### src/rtl/obb_cross.sv
module obb_cross #(
  parameter int AW = 16
) (
  input  logic                clk_i,
  input  logic                en_i,
  input  logic signed [AW-1:0] a_i [3],
  input  logic signed [AW-1:0] b_i [3],
  output logic signed [2*AW:0] c_o [3]
);
  localparam int PW = 2 * AW;
  localparam int XW = 2 * AW + 1;

  logic signed [PW-1:0] p_q [6];

  always_ff @(posedge clk_i) begin
    if (en_i) begin
      p_q[0] <= PW'(a_i[1]) * PW'(b_i[2]);
      p_q[1] <= PW'(a_i[2]) * PW'(b_i[1]);
      p_q[2] <= PW'(a_i[2]) * PW'(b_i[0]);
      p_q[3] <= PW'(a_i[0]) * PW'(b_i[2]);
      p_q[4] <= PW'(a_i[0]) * PW'(b_i[1]);
      p_q[5] <= PW'(a_i[1]) * PW'(b_i[0]);
    end
  end

  assign c_o[0] = XW'(p_q[0]) - XW'(p_q[1]);
  assign c_o[1] = XW'(p_q[2]) - XW'(p_q[3]);
  assign c_o[2] = XW'(p_q[4]) - XW'(p_q[5]);

endmodule

### config.mk
export PLATFORM = sky130hd
export DESIGN_NAME = obb_cross
export DESIGN_NICKNAME = d
export VERILOG_FILES = /design/src/rtl/obb_cross.sv
export SDC_FILE = /design/constraint.sdc
export NUM_CORES = 2
export LEC_CHECK = 0
export ABC_CLOCK_PERIOD_IN_PS = 20600
export BUFFER_PORTS_ARGS = -buffer_cell sky130_fd_sc_hd__buf_2
export CORE_AREA = 2 2 376 378
export DETAILED_ROUTE_END_ITERATION = 16
export DIE_AREA = 0 0 378 380
export PLACE_DENSITY = 0.77
export RECOVER_POWER = 50
export REMOVE_ABC_BUFFERS = 1
export SLEW_MARGIN = 20
export SYNTH_ARGS = -nofsm -noshare
export SYNTH_HDL_FRONTEND = slang
export SYNTH_SLANG_ARGS = --single-unit
### constraint.sdc
create_clock -name clk_i -period 20.6 [get_ports clk_i]
set_input_delay 6.18 -clock clk_i [delete_from_list [all_inputs] [get_ports clk_i]]
set_output_delay 6.18 -clock clk_i [all_outputs]
set_load 0.05 [all_outputs]
After elaboration in Yosys (flattened, before gate mapping):

Memory sizes are Yosys's and may differ from the RTL's.
Cells that the tools add are included.

* flip-flop bits (word level): 0
* RAM bits: 192
* output and inout port bits: 99
* word-level logic and storage cells: 12
* memories kept: 1

* $add $sub $neg: 3
* multiply operators: 6
* multiplexer cells: 2

Memory list
* p_q: words 6, width 32, read ports 6, clocked after Yosys merged registers in 0, wr ports 6, line 13 `logic signed [PW-1:0] p_q [6];`

Operator list (count)
* $mul A16 B16 Y32: 6
* $sub A32 B32 Y33: 3
* $mux W1: 2

Depth between registers and ports, before layout:

* depth after elaboration: 2
* depth in mapped cells: 24
* gate-level depth less buffers: 23

Worst setup path after synthesis:

No wires, ideal clock.

* path kind: input to register
* start point: in b_i[39] (netlist bit)
* end point: mem p_q[2][31] (netlist bit), data pin
* arrival time: 11.918 ns
* required time: 20.340 ns
* slack: 8.422 ns
* stages on the path: 23
* buffers on the path: 1
* path through: clkbuf_1 > nand2_1 > fa_1 > inv_1 > fa_1 > inv_1 > fa_1 > inv_1 > fa_1 > fa_1 > inv_1 > fa_1 > inv_1 > ha_1 > and3_1 > a221oi_1 > o21ai_1 > a221o_1 > a221o_1 > o41ai_4 > o2111ai_1 > a21oi_1 > xnor2_1

RTL lines
* start: declaration: line 7 `input logic signed [AW-1:0] b_i [3],`
* end: declaration: line 13

==> results by group <==
Worst setup path
  • CP max FO: 73
  • Critical Path RT: 20630 ps
  • Worst path slowest cell: clkbuf_1
  • CP max stage delay: 3080 ps
  • Worst setup EP type: register
  • Startpoint types: primary input
  • Critical-path cell list: clkbuf_1 > clkbuf_1 > clkbuf_1
  • Worst path arrival time: 14440 ps
  • Top cell by count, worst path: clkbuf_1
  • Critical path class: primary input to register

Layout
  • Final Instance Area: 72400 um^2
  • Fin nets: 9614
  • Max reg flops: 192
  • Layout cell share with drive strength beyond 1: 0.0360
  • P&R area growth vs syn: 4.32%
  • Biggest regs: p_q x192
  • Reg with most FFs: p_q
  • Filler cells: 12500

Synthesis
  • Simple-Gate Fraction of Synth Area: 0.140
  • Mapped Area: 69400 um^2
  • Synth unique cells: 78
  • Adder-cell share of the synthesized area: 0.561
  • Synth Area in XOR/XNOR: 0.0355
  • Synth top area share: 0.455
  • Seq/Total Area, Yosys: 0.0831
  • Largest cells by area after synthesis: fa_1, ha_1, inv_1
  • Cell with the most instances after synthesis: inv_1
  • Largest family of logic cells by synthesized area: adder cells
  • Synth Flop Type: edfxtp_1
  • Synthesized instance count: 7404
  • Synth Area per Inst: 9.37 um^2
  • Dominant cell type by area after synthesis: fa_1
  • Mux cell area share after synthesis: 0.000451
  • Yosys warning total: 0
  • Most instantiated cells after synthesis: inv_1, fa_1, nand2_1
  • Seq cells post-synth: 192
  • EDFF count, synth: 192
  • Asr flop ratio synth: 0
  • Compound-Gate Fraction of Synth Area: 0.0636

Route
  • DRT Wirelength: 179000 um
  • Routed Antenna Nets: 0
  • Via count: 50300
  • WL per Instance: 19.4 um
  • Iter 0 DRT Violations: 3813
  • Via/cell ratio: 5.44
  • First drt pass iteration count: 5
  • Post-route DRC: 0

Floorplanning
  • Row cnt: 137
  • Core box area: 139000 um^2
  • Die width: 378 um
  • I/O pin cnt: 197
  • Starting Density: 0.498
  • Die height: 380 um
  • Die area: 144000 um^2

Clock tree
  • CTS Hold Bufs: 0
  • Htree depth: 4
  • Worst-path clk slew: 80 ps
  • # Post-CTS Setup Buffers: 0
  • Buffer depth of the longest clock path: 2
  • CTS tree: built
  • Count of clock tree sinks: 192
  • Root Buffer: clkbuf_16
  • PostCTS Resize Cnt: 0
  • Number of CTS-inserted buffers: 17

Outcome
  • Failing checks: max-capacitance violations, max-slew violations
  • Outcome: finished with violations

GRT
  • Number of global-route vias before repair: 55000
  • GRT Overall Usage: 0.262
  • Antenna violations before repair: 16
  • Remaining Overflow, GRT: 0
  • First-pass GRT wire length: 294000 um
  • Largest net degree at the start of global routing: 74

Flow run
  • MaxCap Viol Count: 6

Placement
  • DP HPWL: 141000 um
  • GP Congestion: 0.930
  • DP Area: 71800 um^2
  • # port buffers: 196

Timing
  • Max Slew Vio Count: 296
  • Setup TNS: 0 ps
  • Fmax: 0.0694 GHz
  • Min Tclk post-route: 14410 ps
  • Max_slew headroom: -1.79
  • RSZ-0062 raised after global routing: no
  • Part of the cycle the worst path needs: 0.700
  • Endpoints failing hold: 0
  • Worst Tran Pin Value: 4190 ps
  • Final setup fails: 0

Hold path
  • Worst Hold Class: primary input to register
[cell type report]
class / count / area (um^2) / share of cell area
diodes: 4 / 10.0 / 0.000138
flip-flops and latches: 192 / 5770 / 0.0797
multi-input cells: 5063 / 55500 / 0.768
inverters: 1851 / 6950 / 0.0960
well taps: 1876 / 2350 / 0.0324
repair buffers: 228 / 1180 / 0.0164
clock buffers: 17 / 425 / 0.00588
clock inverters: 14 / 143 / 0.00197
[cell families after synthesis]
group           after synthesis
flops                       192
buf+inv                    2149
mux                           3
xor+xnor                    281
simple gates               1968
fa+ha+maj                  2163
compound gates              648
[per-layer routing]
metal / part of all wire / GRT usage / vias up
met5: 0.00042 / 0 / -
met3: 0.080 / 0.0449 / 387
met4: 0.037 / 0.0833 / 12
li1: - / - / 21900
met1: 0.40 / 0.350 / 25900
met2: 0.48 / 0.433 / 2011
[cell usage in the layout, fill, tap and decap left out, drive strengths merged, types with 9 or more instances in the layout]
cell     instances
a2111oi         10
a211o           10
a211oi          29
a21boi           9
a21o            94
a21oi          189
a221oi          10
a31oi           17
and2           738
and3            18
buf            203
clkbuf          42
edfxtp         192
fa            1575
ha             588
inv           1858
nand2          804
nand2b          47
nand3           31
nand4           14
nor2           211
nor2b           34
nor3            25
nor4             9
o211ai          12
o21a            51
o21ai           97
o21bai          28
o31ai           13
xnor2          220
xor2            61
[stage by stage]
stage          utilization  cells  setup WS (ps)  hold slack (ps)
3_3_place_gp         0.516   9210           7570             6740
4_1_cts              0.520   9241           7880             6240
3_5_place_dp         0.516   9210           7390             6760
2_1_floorplan            -   7106           8510             6290
6_report             0.520   9245           6190             6410
5_1_grt              0.520   9243           5560             6400
[worst paths after layout]
check              start   endpoint  slack (ps)  depth (start not counted)
setup / recovery    en_i  p_q[2][5]        6190                          3
hold / removal    a_i[0]  p_q[2][0]        6410                          3
[worst max-delay path: cells and delay by family]
kind | cells | cell delay, ps
buffers and inverters | 3 | 8070
Power is not shown: default switching activity piles up to over one toggle a cycle in this logic, so the estimate is an artifact.
