--- config.mk ---
export PLATFORM = sky130hd
export DESIGN_NAME = obb_pipe_ctrl
export DESIGN_NICKNAME = d
export VERILOG_FILES = /design/src/rtl/obb_pkg.sv /design/src/rtl/obb_pipe_ctrl.sv
export SDC_FILE = /design/constraint.sdc
export NUM_CORES = 1
export LEC_CHECK = 0
export BUFFER_PORTS_ARGS = -buffer_cell sky130_fd_sc_hd__buf_4
export CORE_AREA = 10 10 47 49
export CTS_CLUSTER_SIZE = 40
export DETAILED_ROUTE_END_ITERATION = 7
export DIE_AREA = 0 0 57 59
export MAX_ROUTING_LAYER = met4
export SETUP_SLACK_MARGIN = 0.3
export SYNTH_ARGS = -nofsm -noshare
export SYNTH_HDL_FRONTEND = slang
export SYNTH_SLANG_ARGS = --single-unit
--- constraint.sdc ---
create_clock -name clk_i -period 1.4 [get_ports clk_i]
set_input_delay 0.21 -clock clk_i [delete_from_list [all_inputs] [get_ports clk_i]]
set_output_delay 0.21 -clock clk_i [all_outputs]
set_load 0.01 [all_outputs]
--- src/rtl/obb_pkg.sv ---
package obb_pkg;

  localparam int NUM_STAGES = 7;

  localparam logic [127:0] TRILLION = 128'd1000000000000;

  typedef enum logic {
    KIND_LOAD = 1'b0,
    KIND_TEST = 1'b1
  } obb_kind_e;

  typedef struct packed {
    logic [NUM_STAGES-1:0] en;
    logic [NUM_STAGES-1:0] vld;
  } obb_pipe_t;

endpackage

--- src/rtl/obb_pipe_ctrl.sv ---
module obb_pipe_ctrl (
  input  logic               clk_i,
  input  logic               rst_ni,
  input  logic               in_valid_i,
  input  logic               in_test_i,
  input  logic               out_ready_i,
  output logic               in_ready_o,
  output obb_pkg::obb_pipe_t pipe_o
);
  import obb_pkg::*;

  logic [NUM_STAGES-1:0] vld_q, vld_d, en;

  always_comb begin
    en[NUM_STAGES-1] = !vld_q[NUM_STAGES-1] || out_ready_i;
    for (int k = NUM_STAGES - 2; k >= 0; k--) begin
      en[k] = !vld_q[k] || en[k+1];
    end
    vld_d = vld_q;
    if (en[0]) begin
      vld_d[0] = in_valid_i && in_test_i;
    end
    for (int k = 1; k < NUM_STAGES; k++) begin
      if (en[k]) begin
        vld_d[k] = vld_q[k-1];
      end
    end
  end

  always_ff @(posedge clk_i or negedge rst_ni) begin
    if (!rst_ni) begin
      vld_q <= '0;
    end else begin
      vld_q <= vld_d;
    end
  end

  assign in_ready_o = en[0];
  assign pipe_o.en  = en;
  assign pipe_o.vld = vld_q;

endmodule

Word level (Yosys, flattened, before mapping). Index checks and enable logic that the tools add are counted.

Register bits after elaboration: 7. Bits in latches: 0. Memory bits (writable): 0. Memory bits (read-only): 0. Word-level logic and storage cells: 22. Memories kept: 0.

Add/sub/neg operators: 0. Multiply operators: 0. Div/mod/pow operators: 0. Magnitude comparators: 0. Equal/unequal tests: 0. Shifts and indexed selects: 0. Multiplexer cells: 0. Bitwise gates (word level): 0. Reductions and logical operators: 15.

Operator list (number): 1-bit zero test (7); 1-bit logical OR (7); 1-bit logical AND (1).

Longest topological paths before layout.
Word-level depth: 8. Mapped depth: 4. Mapped depth without buffers: 3.

Worst setup path after synthesis. Ideal clock, no wire load.

Kind: register to output. From: register vld_q[5]. To: output port pipe_o[7] in the netlist's numbering. Data arrival time: 1050 ps. Required time: 1190 ps. Path slack: 140 ps. Stages on the path, launching flop included: 5. Buffers on the path: 2. Cell sequence: dfrtp_1 and4b_1 buf_6 nand3_1 buf_4.

Cells in the longest elaborated chain, start to end: 7.

RTL lines: from (decl) (line obb_pipe_ctrl.sv:12) `logic [NUM_STAGES-1:0] vld_q, vld_d, en;`; from (signal assigned) (line obb_pipe_ctrl.sv:34) `vld_q <= vld_d;`; 1-bit zero test (line obb_pipe_ctrl.sv:17) `en[k] = !vld_q[k] || en[k+1];`; 1-bit logical OR (6 in series) (line obb_pipe_ctrl.sv:17); to (decl) (line obb_pipe_ctrl.sv:8) `output obb_pkg::obb_pipe_t pipe_o`.

No other way between the ends.

Worst setup path after layout.
From: register vld_q[4]. To: output port in_ready_o.

Cells in the longest elaborated chain, start to end: 6.

RTL lines: 1-bit zero test (line obb_pipe_ctrl.sv:17); 1-bit logical OR (5 in series) (line obb_pipe_ctrl.sv:17); to (decl) (line obb_pipe_ctrl.sv:7) `output logic in_ready_o,`.

No other way between the ends.

==> results.txt <==
status -> completed
vias in the first global route -> 371
final cell utilization of the core -> 44.29%
Worst VDD drop -> 380.9 µV
hold_ws -> 0.2088 ns
Port Buffer Count -> 19
via count -> 333
clk sinks -> 7
critical path's largest stage delay -> 0.35 ns
routed wl met2 -> 436 µm
Worst slew margin -> 87.24%
Distinct cells, synth -> 13
CP top delay family -> simple AND/OR/NAND/NOR gates
First-pass DRT Iterations -> 4
Syn Inst Count -> 25
Setup Skew -> 0.005764 ns
Final Cycle Share -> 98.13%
Critical Path RT -> 1.19 ns
Avg Cell Area, Syn -> 11.91 µm²
drt total wl -> 1094 µm
Avg Vias per Cell -> 4.690
initial DRC count -> 4
CTS Buf Count -> 3
CTS H-tree depth -> 1
Final Hold Viols -> 0
Fmax -> 727.9 MHz
met1 WL -> 442 µm
placed cell count -> 59
post-DP HPWL -> 743 µm
post-layout power -> 531.7 µW
CP Capture Type -> primary output
GRT Total Usage -> 7.296%
Leak -> 0.3097 nW
initial antenna violation count -> 0
largest register by flop count -> vld_q
sequential share of the synthesized area -> 58.82%
post-route design area -> 620.6 µm²
max-slew violations -> 0
dpl ws -> 0.06806 ns
first-pass GRT wire length -> 1842 µm
Syn. warnings -> 0
Multi-input gate area -> 138.9 µm²
Yosys reg bits -> 7
instance area at placement -> 461.7 µm²
Register Area -> 177.7 µm²
final instance count without filler cells -> 71
layout cells sized above 1 -> 69.09%
Syn Nets -> 30
Clock Tree Root -> clkbuf_4
drt drc -> 0
critical path class -> reg -> out
# fillers -> 145
I/O pins -> 20
pin count of the biggest net entering global routing -> 8
Synth Cell Area -> 297.8 µm²
Core Rows -> 14
die width -> 57 µm
Initial Utilization -> 21.25%
crit-path cells -> and4b_2 > nand3_4 > buf_6
total negative slack -> 0 ns
max reg flops -> 7
Worst setup SP type -> register
final setup fails -> 0
ANT nets after route -> 0
maximum root-to-sink buffer count -> 2
crit path max fanout -> 5
CTS tree -> yes
die area -> 0.003363 mm²
RSZ-0062 raised after global routing -> true
final setup margin -> 0.02616 ns
Reg clk slew, reported paths -> 0.05 ns
DR WL met3 -> 205 µm
worst slew pin tran -> 0.1914 ns
Chip Height -> 59 µm
Critical Path Slowest Stage Cell -> and4b_2
area grow syn2layout -> 108.4%
Min-Delay Path Class -> in -> reg
min Tclk post-route -> 1.374 ns
max-cap viol count -> 0
core area -> 0.001401 mm²
Nets -> 61
Buffers & Inverters on Critical Path -> 1
grt ovf -> 0
Ant. Diodes -> 0
highest routed metal layer -> met4
Clock Latency Late Sink -> 0.25 ns
global placement routability congestion -> 0.7194
pwr dens -> 856.8 mW/mm²
largest registers -> vld_q x7
Avg WL per Cell -> 15.41 µm
Critical Path AT -> 1.16 ns
-- cell usage in the layout (no fill, tap or decap), types with 2 or more instances in the layout --
master,n
buf_4,13
a21o_1,2
dfrtp_2,2
dfrtp_1,5
nand2b_1,3
buf_6,13
clkbuf_4,3
nand2_1,2
and4b_2,2
-- where the power goes --
group	leakage [nW]	internal (mW)	switching (mW)	total [mW]
sequential	0.0859	0.218	0.0111	0.229
combinational	0.209	0.0718	0.0512	0.123
clock	0.0150	0.109	0.0710	0.180
-- layer usage --
layer,vias up,GRT usage [%]
li1,150,-
met1,159,7.879
met2,22,9.457
met3,2,6.009
met4,0,3.020
met5,-,-
-- cells in the mapped netlist, drive strengths merged --
cell type	n	area [µm²]
a32o	1	10.01
dfrtp	7	175.2
nand2b	4	25.02
nand2	2	7.510
and3	1	6.260
buf	2	18.77
a31o	1	8.760
a21o	2	15.01
inv	1	3.750
and4b	1	10.01
nand3	2	10.01
nand3b	1	7.510
-- cell type report --
cell class                 instances  share of cell area [%]
timing repair buffer              27                   40.93
inverter                           1                  0.6048
tap                               16                   3.226
sequential                         7                   28.63
multi-input combinational         16                   22.38
clock buffer                       4                   4.234
-- worst reg2reg max path: cells and delay by family (launching register included) --
| family | cells | cell delay [ns] |
|---|---|---|
| compound gates | 1 | 0.26 |
| flops | 1 | 0.37 |
| simple gates | 1 | 0.25 |
| buf+inv | 2 | 0.24 |
-- cells by family after synthesis --
kind of cell / Yosys count / synth area share, %
flops: 7 / 58.82
buf+inv: 3 / 7.562
simple gates: 11 / 22.27
compound gates: 4 / 11.34
-- path summary, 6_finish.rpt --
kind | from | end | slack, ns | cells after the start
worst min register to register | vld_q[1] | vld_q[2] | 0.51 | 1
max in group asynchronous | rst_ni | vld_q[0] | 0.95 | 2
worst max register to register | vld_q[5] | vld_q[0] | 0.14 | 4
worst min-delay path | in_test_i | vld_q[0] | 0.21 | 2
worst max-delay path | vld_q[4] | in_ready_o | 0.03 | 3
min in group asynchronous | rst_ni | vld_q[4] | 0.31 | 2
-- timing repair --
action                                 4_1_cts  5_1_grt
pin swaps                                    4        7
hold buffers                                 1        0
endpoints found under the hold margin        7        0
gates cloned                                 1        0
buffers inserted                             4        2
setup endpoints to repair                   10       15
resized for setup                            7       13
No activity file was read; power rests on OpenSTA's default activity.
